`src/hdl/mbe_pkg.sv`:
```
// ----------------------------------------------------------------------------
// Mandelbrot escape-time package
// Shared types, constants and register indexes for the escape-time engine.
// ----------------------------------------------------------------------------
package mbe_pkg;

    // Fixed-point and sizing constants
    localparam int IMAGE_SIZE      = 1024;
    localparam int COORD_FRAC_BITS = 24;
    localparam int ITER_BITS       = 16;
    localparam int MUL_W           = 32;
    localparam int NORM_BITS       = 17;
    localparam int STEP_W          = 31;
    localparam int LIMIT_W         = 63;
    localparam int SIZE_W          = 11;
    localparam int PIX_W           = 10;
    localparam int CFG_IDX_W       = 8;
    localparam int CFG_DATA_W      = 64;

    // Register reset values
    localparam logic [STEP_W-1:0]  STEP_RESET     = 31'd24576;
    localparam logic [LIMIT_W-1:0] LIMIT_RESET    = 63'd2533274790395904;
    localparam int                 MAX_ITER_RESET = 1000;
    localparam logic [SIZE_W-1:0]  SIZE_RESET     = SIZE_W'(IMAGE_SIZE);

    // Square saturation
    localparam logic [63:0] SQ_MAX      = 64'h7FFF_FFFF_FFFF_FFFF;
    localparam logic [63:0] SQRT_SQ_MAX = 64'd3037000499;

    // Normalized value of one whole (count equal to the maximum)
    localparam logic [NORM_BITS-1:0] NORM_ONE = 17'h10000;

    // Configuration register indexes
    localparam logic [CFG_IDX_W-1:0] CFG_COORD_STEP   = 8'd0;
    localparam logic [CFG_IDX_W-1:0] CFG_ESCAPE_LIMIT = 8'd1;
    localparam logic [CFG_IDX_W-1:0] CFG_MAX_ITER     = 8'd2;
    localparam logic [CFG_IDX_W-1:0] CFG_IMAGE_SIZE   = 8'd3;

    typedef struct packed {
        logic [PIX_W-1:0] pixel_row;
        logic [PIX_W-1:0] pixel_col;
    } t_pixel_req;

    typedef struct packed {
        logic [PIX_W-1:0]     out_row;
        logic [PIX_W-1:0]     out_col;
        logic [15:0]          iteration_count;
        logic [NORM_BITS-1:0] normalized_value;
        logic                 inside_set;
    } t_pixel_rsp;

    typedef enum logic [3:0] {
        S_IDLE,
        S_INITX,
        S_INITY,
        S_INITW,
        S_SQX,
        S_SQY,
        S_XY,
        S_TEST,
        S_UPD,
        S_DIV,
        S_HOLD
    } t_state;

endpackage

```
`src/hdl/mandelbrot_escape_time.sv`:
```
// ----------------------------------------------------------------------------
// Mandelbrot escape-time pixel engine
// One request at a time; the next is taken once the result is in the output
// register, so the engine takes no new pixel while one is in flight.
// Synchronous active-low reset returns the configuration registers to their
// defaults and clears the sequencer state and the output valid flag.
// ----------------------------------------------------------------------------
module mandelbrot_escape_time #(
    parameter int ITER_BITS = mbe_pkg::ITER_BITS
) (
    input  logic                              i_clk,
    input  logic                              i_rst_n,
    // Pixel requests
    input  logic                              i_in_valid,
    output logic                              o_in_ready,
    input  mbe_pkg::t_pixel_req               i_in_data,
    // Results
    output logic                              o_out_valid,
    input  logic                              i_out_ready,
    output mbe_pkg::t_pixel_rsp               o_out_data,
    // Configuration writes
    input  logic                              i_cfg_valid,
    output logic                              o_cfg_ready,
    input  logic [mbe_pkg::CFG_IDX_W-1:0]     i_cfg_index,
    input  logic [mbe_pkg::CFG_DATA_W-1:0]    i_cfg_data
);
    import mbe_pkg::*;

    // ------------------------------------------------------------------
    // Configuration registers. Writes are always taken; the user must issue
    // them only while the engine is idle, as the block does not enforce it.
    // ------------------------------------------------------------------
    logic [STEP_W-1:0]    r_step;
    logic [LIMIT_W-1:0]   r_limit;
    logic [ITER_BITS-1:0] r_max_iter;
    logic [SIZE_W-1:0]    r_size;

    assign o_cfg_ready = 1'b1;

    always_ff @(posedge i_clk) begin
        if (!i_rst_n) begin
            r_step     <= STEP_RESET;
            r_limit    <= LIMIT_RESET;
            r_max_iter <= ITER_BITS'(MAX_ITER_RESET);
            r_size     <= SIZE_RESET;
        end else if (i_cfg_valid) begin
            unique case (i_cfg_index)
                CFG_COORD_STEP:   r_step     <= i_cfg_data[STEP_W-1:0];
                CFG_ESCAPE_LIMIT: r_limit    <= i_cfg_data[LIMIT_W-1:0];
                CFG_MAX_ITER:     r_max_iter <= i_cfg_data[ITER_BITS-1:0];
                CFG_IMAGE_SIZE:   r_size     <= i_cfg_data[SIZE_W-1:0];
                default: ;
            endcase
        end
    end

    // ------------------------------------------------------------------
    // Datapath state. Coordinates are signed fixed point with
    // COORD_FRAC_BITS fraction bits; the squares carry twice that.
    // ------------------------------------------------------------------
    t_state               r_state;
    t_state               n_state;
    t_pixel_req           r_req;
    logic                 r_neg;
    logic signed [63:0]   r_x0;
    logic signed [63:0]   r_y0;
    logic signed [63:0]   r_x;
    logic signed [63:0]   r_y;
    logic signed [63:0]   r_xy;
    logic [63:0]          r_x2;
    logic [63:0]          r_y2;
    logic [ITER_BITS-1:0] r_count;
    logic                 r_esc;
    logic [NORM_BITS-1:0] r_norm;
    logic                 r_out_valid;
    t_pixel_rsp           r_out;

    // Shared multiplier and divider hookup
    logic [MUL_W-1:0]     mul_a;
    logic [MUL_W-1:0]     mul_b;
    logic [2*MUL_W-1:0]   mul_p;
    logic                 div_start;
    logic                 div_done;
    logic [NORM_BITS-1:0] div_quot;

    mbe_mul u_mul (
        .i_clk (i_clk),
        .i_a   (mul_a),
        .i_b   (mul_b),
        .o_p   (mul_p)
    );

    mbe_div #(
        .ITER_BITS (ITER_BITS)
    ) u_div (
        .i_clk   (i_clk),
        .i_rst_n (i_rst_n),
        .i_start (div_start),
        .i_count (r_count),
        .i_max   (r_max_iter),
        .o_done  (div_done),
        .o_quot  (div_quot)
    );

    // Pixel offset from the image center: 2*index - size, in half pixels.
    logic [PIX_W-1:0]    coord;
    logic signed [11:0]  coord_off;
    logic [11:0]         coord_mag;

    assign coord     = (r_state == S_INITX) ? r_req.pixel_col : r_req.pixel_row;
    assign coord_off = $signed({1'b0, coord, 1'b0}) - $signed({1'b0, r_size});
    assign coord_mag = coord_off[11] ? 12'(-coord_off) : 12'(coord_off);

    // Magnitudes feed the unsigned multiplier. A magnitude above the square
    // root of the largest square saturates that square, and such a pixel
    // escapes at once, so the truncated operand is never used to update.
    logic [63:0] x_mag;
    logic [63:0] y_mag;
    logic        x_sat;
    logic        y_sat;

    assign x_mag = r_x[63] ? (64'd0 - r_x) : r_x;
    assign y_mag = r_y[63] ? (64'd0 - r_y) : r_y;
    assign x_sat = (x_mag > SQRT_SQ_MAX);
    assign y_sat = (y_mag > SQRT_SQ_MAX);

    // Signed product for the scaled start point and the cross term.
    logic signed [63:0] init_val;
    assign init_val = r_neg ? $signed(64'd0 - mul_p) : $signed(mul_p);

    // Escape test: the unsaturated sum of two squares compares the same way
    // against a limit that is itself below 2^63.
    logic [64:0] sq_sum;
    logic        esc;
    logic        finish;

    assign sq_sum = {1'b0, r_x2} + {1'b0, r_y2};
    assign esc    = (sq_sum >= {2'b00, r_limit});
    assign finish = esc || (r_count >= r_max_iter);

    // Next coordinates, each an arithmetic shift that rounds toward minus
    // infinity followed by the start point.
    logic signed [63:0] sq_diff;
    logic signed [63:0] next_x;
    logic signed [63:0] next_y;

    assign sq_diff = $signed(r_x2 - r_y2);
    assign next_x  = (sq_diff >>> COORD_FRAC_BITS) + r_x0;
    assign next_y  = (r_xy >>> (COORD_FRAC_BITS - 1)) + r_y0;

    // The output register is free when empty or being emptied this cycle.
    logic out_free;
    logic out_load;

    assign out_free = !r_out_valid || i_out_ready;
    assign out_load = (r_state == S_HOLD) && out_free;

    // ------------------------------------------------------------------
    // Sequencer. Each iteration issues x*x, y*y and |x|*|y| to the shared
    // multiplier, tests for escape, then forms the new point.
    // ------------------------------------------------------------------
    always_ff @(posedge i_clk) begin
        if (!i_rst_n) begin
            r_state <= S_IDLE;
        end else begin
            r_state <= n_state;
        end
    end

    always_comb begin
        n_state    = r_state;
        mul_a      = '0;
        mul_b      = '0;
        div_start  = 1'b0;
        o_in_ready = 1'b0;
        unique case (r_state)
            S_IDLE: begin
                o_in_ready = 1'b1;
                if (i_in_valid) begin
                    n_state = S_INITX;
                end
            end
            S_INITX: begin
                mul_a   = MUL_W'(coord_mag);
                mul_b   = MUL_W'(r_step);
                n_state = S_INITY;
            end
            S_INITY: begin
                mul_a   = MUL_W'(coord_mag);
                mul_b   = MUL_W'(r_step);
                n_state = S_INITW;
            end
            S_INITW: begin
                n_state = S_SQX;
            end
            S_SQX: begin
                mul_a   = x_mag[MUL_W-1:0];
                mul_b   = x_mag[MUL_W-1:0];
                n_state = S_SQY;
            end
            S_SQY: begin
                mul_a   = y_mag[MUL_W-1:0];
                mul_b   = y_mag[MUL_W-1:0];
                n_state = S_XY;
            end
            S_XY: begin
                mul_a   = x_mag[MUL_W-1:0];
                mul_b   = y_mag[MUL_W-1:0];
                n_state = S_TEST;
            end
            S_TEST: begin
                if (finish) begin
                    div_start = 1'b1;
                    n_state   = S_DIV;
                end else begin
                    n_state = S_UPD;
                end
            end
            S_UPD: begin
                n_state = S_SQX;
            end
            S_DIV: begin
                if (div_done) begin
                    n_state = S_HOLD;
                end
            end
            S_HOLD: begin
                if (out_free) begin
                    n_state = S_IDLE;
                end
            end
            default: begin
                n_state = S_IDLE;
            end
        endcase
    end

    // Datapath registers
    always_ff @(posedge i_clk) begin
        case (r_state)
            S_IDLE: begin
                if (i_in_valid) begin
                    r_req <= i_in_data;
                end
            end
            S_INITX: begin
                r_neg <= coord_off[11];
            end
            S_INITY: begin
                r_neg <= coord_off[11];
                r_x0  <= init_val;
                r_x   <= init_val;
            end
            S_INITW: begin
                r_y0    <= init_val;
                r_y     <= init_val;
                r_count <= '0;
            end
            S_SQX: begin
                r_neg <= r_x[63] ^ r_y[63];
            end
            S_SQY: begin
                r_x2 <= x_sat ? SQ_MAX : mul_p;
            end
            S_XY: begin
                r_y2 <= y_sat ? SQ_MAX : mul_p;
            end
            S_TEST: begin
                r_esc <= esc;
                r_xy  <= init_val;
            end
            S_UPD: begin
                r_x     <= next_x;
                r_y     <= next_y;
                r_count <= r_count + 1'b1;
            end
            S_DIV: begin
                if (div_done) begin
                    r_norm <= div_quot;
                end
            end
            default: ;
        endcase
    end

    // ------------------------------------------------------------------
    // Output register. A zero maximum ends the loop after the first escape test;
    // its normalized value is one whole for an inside pixel and zero otherwise.
    // ------------------------------------------------------------------
    always_ff @(posedge i_clk) begin
        if (!i_rst_n) begin
            r_out_valid <= 1'b0;
        end else if (out_load) begin
            r_out_valid <= 1'b1;
        end else if (i_out_ready) begin
            r_out_valid <= 1'b0;
        end
    end

    always_ff @(posedge i_clk) begin
        if (out_load) begin
            r_out.out_row         <= r_req.pixel_row;
            r_out.out_col         <= r_req.pixel_col;
            r_out.iteration_count <= 16'(r_count);
            r_out.inside_set      <= !r_esc;
            if (r_max_iter == '0) begin
                r_out.normalized_value <= r_esc ? '0 : NORM_ONE;
            end else begin
                r_out.normalized_value <= r_norm;
            end
        end
    end

    assign o_out_valid = r_out_valid;
    assign o_out_data  = r_out;

    // ------------------------------------------------------------------
    // Checks
    // ------------------------------------------------------------------
    // An update step only happens while the count is still below the limit.
    a_upd_below_max: assert property (@(posedge i_clk) disable iff (!i_rst_n)
        (r_state == S_UPD) |-> (r_count < r_max_iter))
        else $error("update step at or past the iteration limit");

    // Each update step bumps the count by one and starts the next squares.
    a_upd_count: assert property (@(posedge i_clk) disable iff (!i_rst_n)
        (r_state == S_UPD) |=> (r_state == S_SQX && r_count == $past(r_count) + 1'b1))
        else $error("iteration count did not advance by one");

    // A pixel that ran to the limit without escaping normalizes to one.
    a_inside_norm: assert property (@(posedge i_clk) disable iff (!i_rst_n)
        (out_load && !r_esc && r_max_iter != '0) |-> (r_norm == NORM_ONE))
        else $error("inside pixel did not normalize to one");

    // A result only appears out of the hold state.
    a_out_source: assert property (@(posedge i_clk) disable iff (!i_rst_n)
        $rose(r_out_valid) |-> ($past(r_state) == S_HOLD))
        else $error("result raised outside the hold state");

endmodule

```
`src/hdl/mbe_mul.sv`:
```
// ----------------------------------------------------------------------------
// Shared multiplier
// Unsigned multiplier with a registered product, reused for every square,
// cross product and coordinate scaling of the escape-time loop.
// ----------------------------------------------------------------------------
module mbe_mul (
    input  logic                          i_clk,
    input  logic [mbe_pkg::MUL_W-1:0]     i_a,
    input  logic [mbe_pkg::MUL_W-1:0]     i_b,
    output logic [2*mbe_pkg::MUL_W-1:0]   o_p
);
    import mbe_pkg::*;

    logic [2*MUL_W-1:0] r_p;

    always_ff @(posedge i_clk) begin
        r_p <= i_a * i_b;
    end

    assign o_p = r_p;

endmodule

```
`src/hdl/mbe_div.sv`:
```
// ----------------------------------------------------------------------------
// Normalization divider
// Restoring divider giving floor(count * 2^16 / max), one quotient bit a cycle.
// ----------------------------------------------------------------------------
module mbe_div #(
    parameter int ITER_BITS = mbe_pkg::ITER_BITS
) (
    input  logic                            i_clk,
    input  logic                            i_rst_n,
    input  logic                            i_start,
    input  logic [ITER_BITS-1:0]            i_count,
    input  logic [ITER_BITS-1:0]            i_max,
    output logic                            o_done,
    output logic [mbe_pkg::NORM_BITS-1:0]   o_quot
);
    import mbe_pkg::*;

    localparam int STEP_W = $clog2(NORM_BITS);

    logic                  r_busy;
    logic                  r_done;
    logic [STEP_W-1:0]     r_step;
    logic [ITER_BITS:0]    r_rem;
    logic [ITER_BITS-1:0]  r_div;
    logic [NORM_BITS-1:0]  r_quot;

    logic                  q_bit;
    logic [ITER_BITS:0]    rem_sub;
    logic [ITER_BITS-1:0]  rem_keep;

    // With a nonzero divisor and a count not above it, the kept remainder stays below the divisor after each step.
    assign q_bit    = (r_rem >= {1'b0, r_div});
    assign rem_sub  = r_rem - {1'b0, r_div};
    assign rem_keep = q_bit ? rem_sub[ITER_BITS-1:0] : r_rem[ITER_BITS-1:0];

    always_ff @(posedge i_clk) begin
        if (!i_rst_n) begin
            r_busy <= 1'b0;
            r_done <= 1'b0;
            r_step <= '0;
        end else begin
            r_done <= 1'b0;
            if (i_start) begin
                r_busy <= 1'b1;
                r_step <= '0;
            end else if (r_busy) begin
                r_step <= r_step + 1'b1;
                if (r_step == STEP_W'(NORM_BITS - 1)) begin
                    r_busy <= 1'b0;
                    r_done <= 1'b1;
                end
            end
        end
    end

    always_ff @(posedge i_clk) begin
        if (i_start) begin
            r_rem <= {1'b0, i_count};
            r_div <= i_max;
        end else if (r_busy) begin
            r_rem  <= {rem_keep, 1'b0};
            r_quot <= {r_quot[NORM_BITS-2:0], q_bit};
        end
    end

    assign o_done = r_done;
    assign o_quot = r_quot;

    // With a count never above the divisor the quotient cannot pass one whole.
    a_quot_range: assert property (@(posedge i_clk) disable iff (!i_rst_n)
        (o_done && r_div != '0) |-> (o_quot <= NORM_ONE))
        else $error("normalized quotient above one");

endmodule
```
`config.mk`:
```
export PLATFORM = sky130hd
export DESIGN_NAME = mandelbrot_escape_time
export DESIGN_NICKNAME = d
export VERILOG_FILES = /design/src/hdl/mbe_pkg.sv /design/src/hdl/mandelbrot_escape_time.sv /design/src/hdl/mbe_mul.sv /design/src/hdl/mbe_div.sv
export SDC_FILE = /design/constraint.sdc
export NUM_CORES = 2
export LEC_CHECK = 0
export BUFFER_PORTS_ARGS = -buffer_cell sky130_fd_sc_hd__buf_2
export CAP_MARGIN = 25
export CORE_MARGIN = 2
export CORE_UTILIZATION = 70
export DETAILED_ROUTE_END_ITERATION = 10
export PLACE_DENSITY_LB_ADDON = 0.05
export SYNTH_ARGS = -nofsm -noshare
export SYNTH_HDL_FRONTEND = slang
export SYNTH_SLANG_ARGS = --single-unit
```
`constraint.sdc`:
```
create_clock -name i_clk -period 21.2 [get_ports i_clk]
set_input_delay 4.24 -clock i_clk [delete_from_list [all_inputs] [get_ports i_clk]]
set_output_delay 4.24 -clock i_clk [all_outputs]
set_load 0.005 [all_outputs]
```
==> results_tabular.tex <==
\begin{tabular}{lr}
\hline
Metric & Value \\
\hline
\multicolumn{2}{l}{\textbf{Status}} \\
\quad Result of the run & complete, no violations \\
\multicolumn{2}{l}{\textbf{Setup path}} \\
\quad Element type at the critical path start & flip-flop \\
\quad Cell at the slowest stage of the critical path & a21o\_1 \\
\quad Start of the worst register-to-register path & r\_state[1]\$\_SDFFE\_PN0P\_ \\
\quad Most common cell on crit path & fa\_1 \\
\quad Worst setup path end & u\_mul.o\_p[62]\$\_DFF\_P\_ \\
\quad Setup crit start & r\_state[1]\$\_SDFFE\_PN0P\_ \\
\quad Crit path DAT & 14070 ps \\
\quad Maximum cell stage delay along the critical path & 820 ps \\
\quad CP endpoint kind & flip-flop \\
\quad FF-to-FF setup slack & 7670 ps \\
\quad Cells on worst reg2reg path & 41 \\
\quad Crit path required time & 21740 ps \\
\quad Worst Path Max Fanout & 19 \\
\quad Capture point of the worst reg-to-reg path & u\_mul.o\_p[62]\$\_DFF\_P\_ \\
\quad Worst Path Class, Setup & flip-flop to flip-flop \\
\multicolumn{2}{l}{\textbf{Detailed routing}} \\
\quad Average via count per standard cell & 6.60 \\
\quad DRC violation count after routing & 0 \\
\quad 1st-pass router iterations & 9 \\
\quad Total via count after detailed routing & 68700 \\
\quad Wirelength, routed & 268000 µm \\
\quad Mean routed wirelength per cell & 25.8 µm \\
\quad Final ANT Viol Nets & 0 \\
\quad Number of DRC violations after detailed-routing iteration 0 & 7600 \\
\multicolumn{2}{l}{\textbf{Cells and area}} \\
\quad Final design area excluding fillers & 0.0867 mm² \\
\quad Nets@finish & 10400 \\
\quad Post-layout util & 75.7\% \\
\quad FILL cells & 7916 \\
\quad Post-layout instance count excluding filler cells & 10400 \\
\quad Ratio of cells with drive above 1 in the final layout & 6.77\% \\
\quad Layout Area Growth over Synthesis & 7.17\% \\
\multicolumn{2}{l}{\textbf{Timing}} \\
\quad Worst-margin pin slew & 1160 ps \\
\quad Max-slew violation count & 0 \\
\quad RSZ-0062 raised after global routing & false \\
\quad Setup\_tns & 0 ps \\
\quad Worst hold slack after final layout & 429 ps \\
\quad Fin crit period & 13530 ps \\
\quad Finish-stage setup viols & 0 \\
\quad Final Cycle Share & 63.8\% \\
\quad Final Hold Viols & 0 \\
\quad Headroom to the max-slew limit & 22.7\% \\
\quad Skew final & 96.7 ps \\
\quad Max Freq & 0.0739 GHz \\
\multicolumn{2}{l}{\textbf{Synth}} \\
\quad Mux contribution to synthesized area & 0.872\% \\
\quad Number of flip-flops and latches in the synthesized netlist & 781 \\
\quad Share of synthesized registers carrying an async set or reset & 0\% \\
\quad Area share of the leading cell type in the synthesized netlist & 22.3\% \\
\quad Part of the Yosys area used for sequential elements & 26.5\% \\
\quad Post-Synth Adder-Cell Area & 32.0\% \\
\quad Largest family of logic cells by synthesized area & adder cells \\
\quad Count of flip-flops with a built-in enable after synthesis & 583 \\
\quad Post-synthesis simple-gate area fraction & 15.2\% \\
\quad Number of unique standard cell types used by synthesis & 94 \\
\quad Post-synthesis cell area & 0.0809 mm² \\
\quad Warnings from Yosys & 0 \\
\quad Cell count after synthesis & 8802 \\
\quad Cell types occupying the most area after synthesis & fa\_1 (22\%), edfxtp\_1 (22\%), ha\_1 (9.7\%) \\
\quad Number of nets produced by synthesis & 10400 \\
\quad XOR/XNOR share of the synthesized area & 4.89\% \\
\quad Flip-flop cell with the highest count after synthesis & edfxtp\_1 \\
\quad Most frequently used cell type in the post-synthesis netlist & inv\_1 \\
\quad Fraction of the mapped netlist area in compound gates & 12.8\% \\
\quad Synth cell count leaders & inv\_1 (1252), nand2\_1 (1226), fa\_1 (901), nor2\_1 (630), ha\_1 (628) \\
\quad Post-synth top area cell & fa\_1 \\
\quad Average size of a mapped cell & 9.19 µm² \\
\multicolumn{2}{l}{\textbf{Clocking}} \\
\quad Buffer levels on the longest clock path & 3 \\
\quad Source-to-sink clock delay at the later pin of the worst-skew pair & 730 ps \\
\quad CTS hold repair buffers & 0 \\
\quad Total of cells resized after clock tree synthesis & 0 \\
\quad Master cell of the clock root buffer & clkbuf\_16 \\
\quad Clk pin slew, worst setup/hold paths & 70 ps \\
\quad TritonCTS clock tree & yes \\
\quad CTS H-tree lvls & 3 \\
\quad \# Post-CTS Setup Buffers & 0 \\
\quad Number of buffers inserted during clock tree synthesis & 87 \\
\quad Clock sink count & 781 \\
\multicolumn{2}{l}{\textbf{GRT}} \\
\quad Global-route wire length before repair & 402000 µm \\
\quad Global-route congestion overflow total & 0 \\
\quad All-layer global routing usage & 45.3\% \\
\quad Maximum number of pins on one net before global-route repair & 86 \\
\quad Number of global-route vias before repair & 68800 \\
\quad Initial antenna violation count & 22 \\
\multicolumn{2}{l}{\textbf{Min path}} \\
\quad Worst hold path startpoint & r\_req[13]\$\_DFFE\_PP\_ \\
\quad Worst hold-check path type & flip-flop to flip-flop \\
\multicolumn{2}{l}{\textbf{Die}} \\
\quad Die Footprint & 0.118 mm² \\
\quad Row count & 124 \\
\quad Die width & 344 µm \\
\quad Placeable core area & 0.115 mm² \\
\quad Starting density of the core & 70.7\% \\
\quad Boundary pin count & 154 \\
\quad Height of the die & 344 µm \\
\multicolumn{2}{l}{\textbf{Power and ir drop}} \\
\quad Max rail drop VDD & 0.0000764 V \\
\quad Leakage component of the power & 37.4 nW \\
\quad P per Cell Area & 65.4 mW/mm² \\
\multicolumn{2}{l}{\textbf{Place}} \\
\quad HPWL after detailed placement & 203000 µm \\
\quad Area of placed instances & 0.0836 mm² \\
\quad IO Port Bufs & 151 \\
\quad Post-placement cell count & 10200 \\
\quad Final GP Congestion & 1.04 \\
\multicolumn{2}{l}{\textbf{Run}} \\
\quad Max-cap violations & 0 \\
\hline
\end{tabular}
## registers in the layout, summed over array words and instances (netlist names), 20 cells and up
signal	flops
r_xy	41
r_y2	64
r_limit	63
r_req	20
u_mul.o_p	64
r_y0	64
r_step	31
r_x2	64
r_y	64
r_x	64
r_x0	64
o_out_data	54
## metal layers
| layer | GRT usage [%] | share of wire [%] | wire [µm] | vias up |
|---|---|---|---|---|
| li1 | - | - | - | 29300 |
| met1 | 56.7 | 35 | 94700 | 33100 |
| met2 | 67.6 | 43 | 116000 | 4818 |
| met3 | 14.6 | 13 | 36200 | 1364 |
| met5 | 0.881 | 0.080 | 214 | - |
| met4 | 30.1 | 8.0 | 21500 | 18 |
## worst min-delay path by stage
stage,endpoint,slack (ps),depth (start not counted)
2_1_floorplan,r_norm[16]$_DFFE_PP_,400,0
3_3_place_gp,r_norm[16]$_DFFE_PP_,400,0
5_1_grt,o_out_data[37]$_DFFE_PP_,450,0
6_report,o_out_data[47]$_DFFE_PP_,430,0
3_5_place_dp,r_norm[16]$_DFFE_PP_,410,0
4_1_cts,o_out_data[47]$_DFFE_PP_,430,0
## cell families (layout without fill, tap and decap cells)
| family | Yosys count | count (layout) |
|---|---|---|
| buffers and inverters | 1648 | 1724 |
| other | 1 | 17 |
| AO/OA/AOI/OAI | 1615 | 1615 |
| AND/OR/NAND/NOR | 2713 | 2713 |
| flip-flops | 781 | 781 |
| multiplexers | 65 | 65 |
| XOR/XNOR | 450 | 450 |
| adder cells (fa/ha/maj) | 1529 | 1529 |
## power breakdown
group | switching, mW | internal (mW)
Sequential | 0.143 | 1.83
Clock | 0.702 | 0.895
Combinational | 1.45 | 0.649
Total | 2.30 | 3.37
## cells in the final DEF, fill, tap and decap left out, types with 36 or more instances in the layout
cell type | netlist | final
a211oi_1 | 47 | 43
a21o_1 | 189 | 189
a21oi_1 | 526 | 523
and2_1 | 98 | 97
buf_2 | 8 | 152
buf_4 | 2 | 144
clkbuf_16 | 0 | 87
dfxtp_1 | 198 | 198
edfxtp_1 | 583 | 583
fa_1 | 901 | 901
ha_1 | 628 | 628
inv_1 | 1252 | 1251
mux2_2 | 44 | 44
nand2_1 | 1226 | 1222
nand2b_1 | 126 | 123
nand3_1 | 86 | 86
nand4_1 | 88 | 88
nor2_1 | 630 | 628
nor2b_1 | 61 | 60
nor3_1 | 110 | 104
nor4_1 | 56 | 56
o211ai_1 | 36 | 36
o21a_1 | 40 | 40
o21ai_0 | 298 | 298
o21bai_1 | 81 | 81
o31ai_1 | 72 | 71
or3_1 | 98 | 98
xnor2_1 | 311 | 311
xor2_1 | 138 | 137
## critical path: cells and delay by family (launching register included)
family	cells	cell delay, ps
buffers and inverters	6	490
and+or+nand+nor	8	2320
muxes	1	390
adders and majority gates	10	4270
AOI/OAI and AO/OA	13	4880
xor gates and xnor gates	3	540
DFF	1	450
## stage by stage
step	power (mW)	setup slack [ps]
3_5_place_dp	3.96	8100
2_1_floorplan	3.09	9620
6_report	5.67	7670
5_1_grt	5.80	7360
4_1_cts	5.56	7930
3_3_place_gp	3.92	8330
## area by class of cell
cell class | count | area, µm² | share of cell area (%)
multi-input cells | 6373 | 53700 | 61.9
flip-flops and latches | 781 | 21500 | 24.8
inverters | 1259 | 4730 | 5.45
clock buffers | 107 | 2250 | 2.60
repair buffers | 301 | 1930 | 2.22
well taps | 1512 | 1890 | 2.18
clock inverters | 57 | 721 | 0.831
diodes | 16 | 40.0 | 0.0462
(Power assumes the default switching activity.)
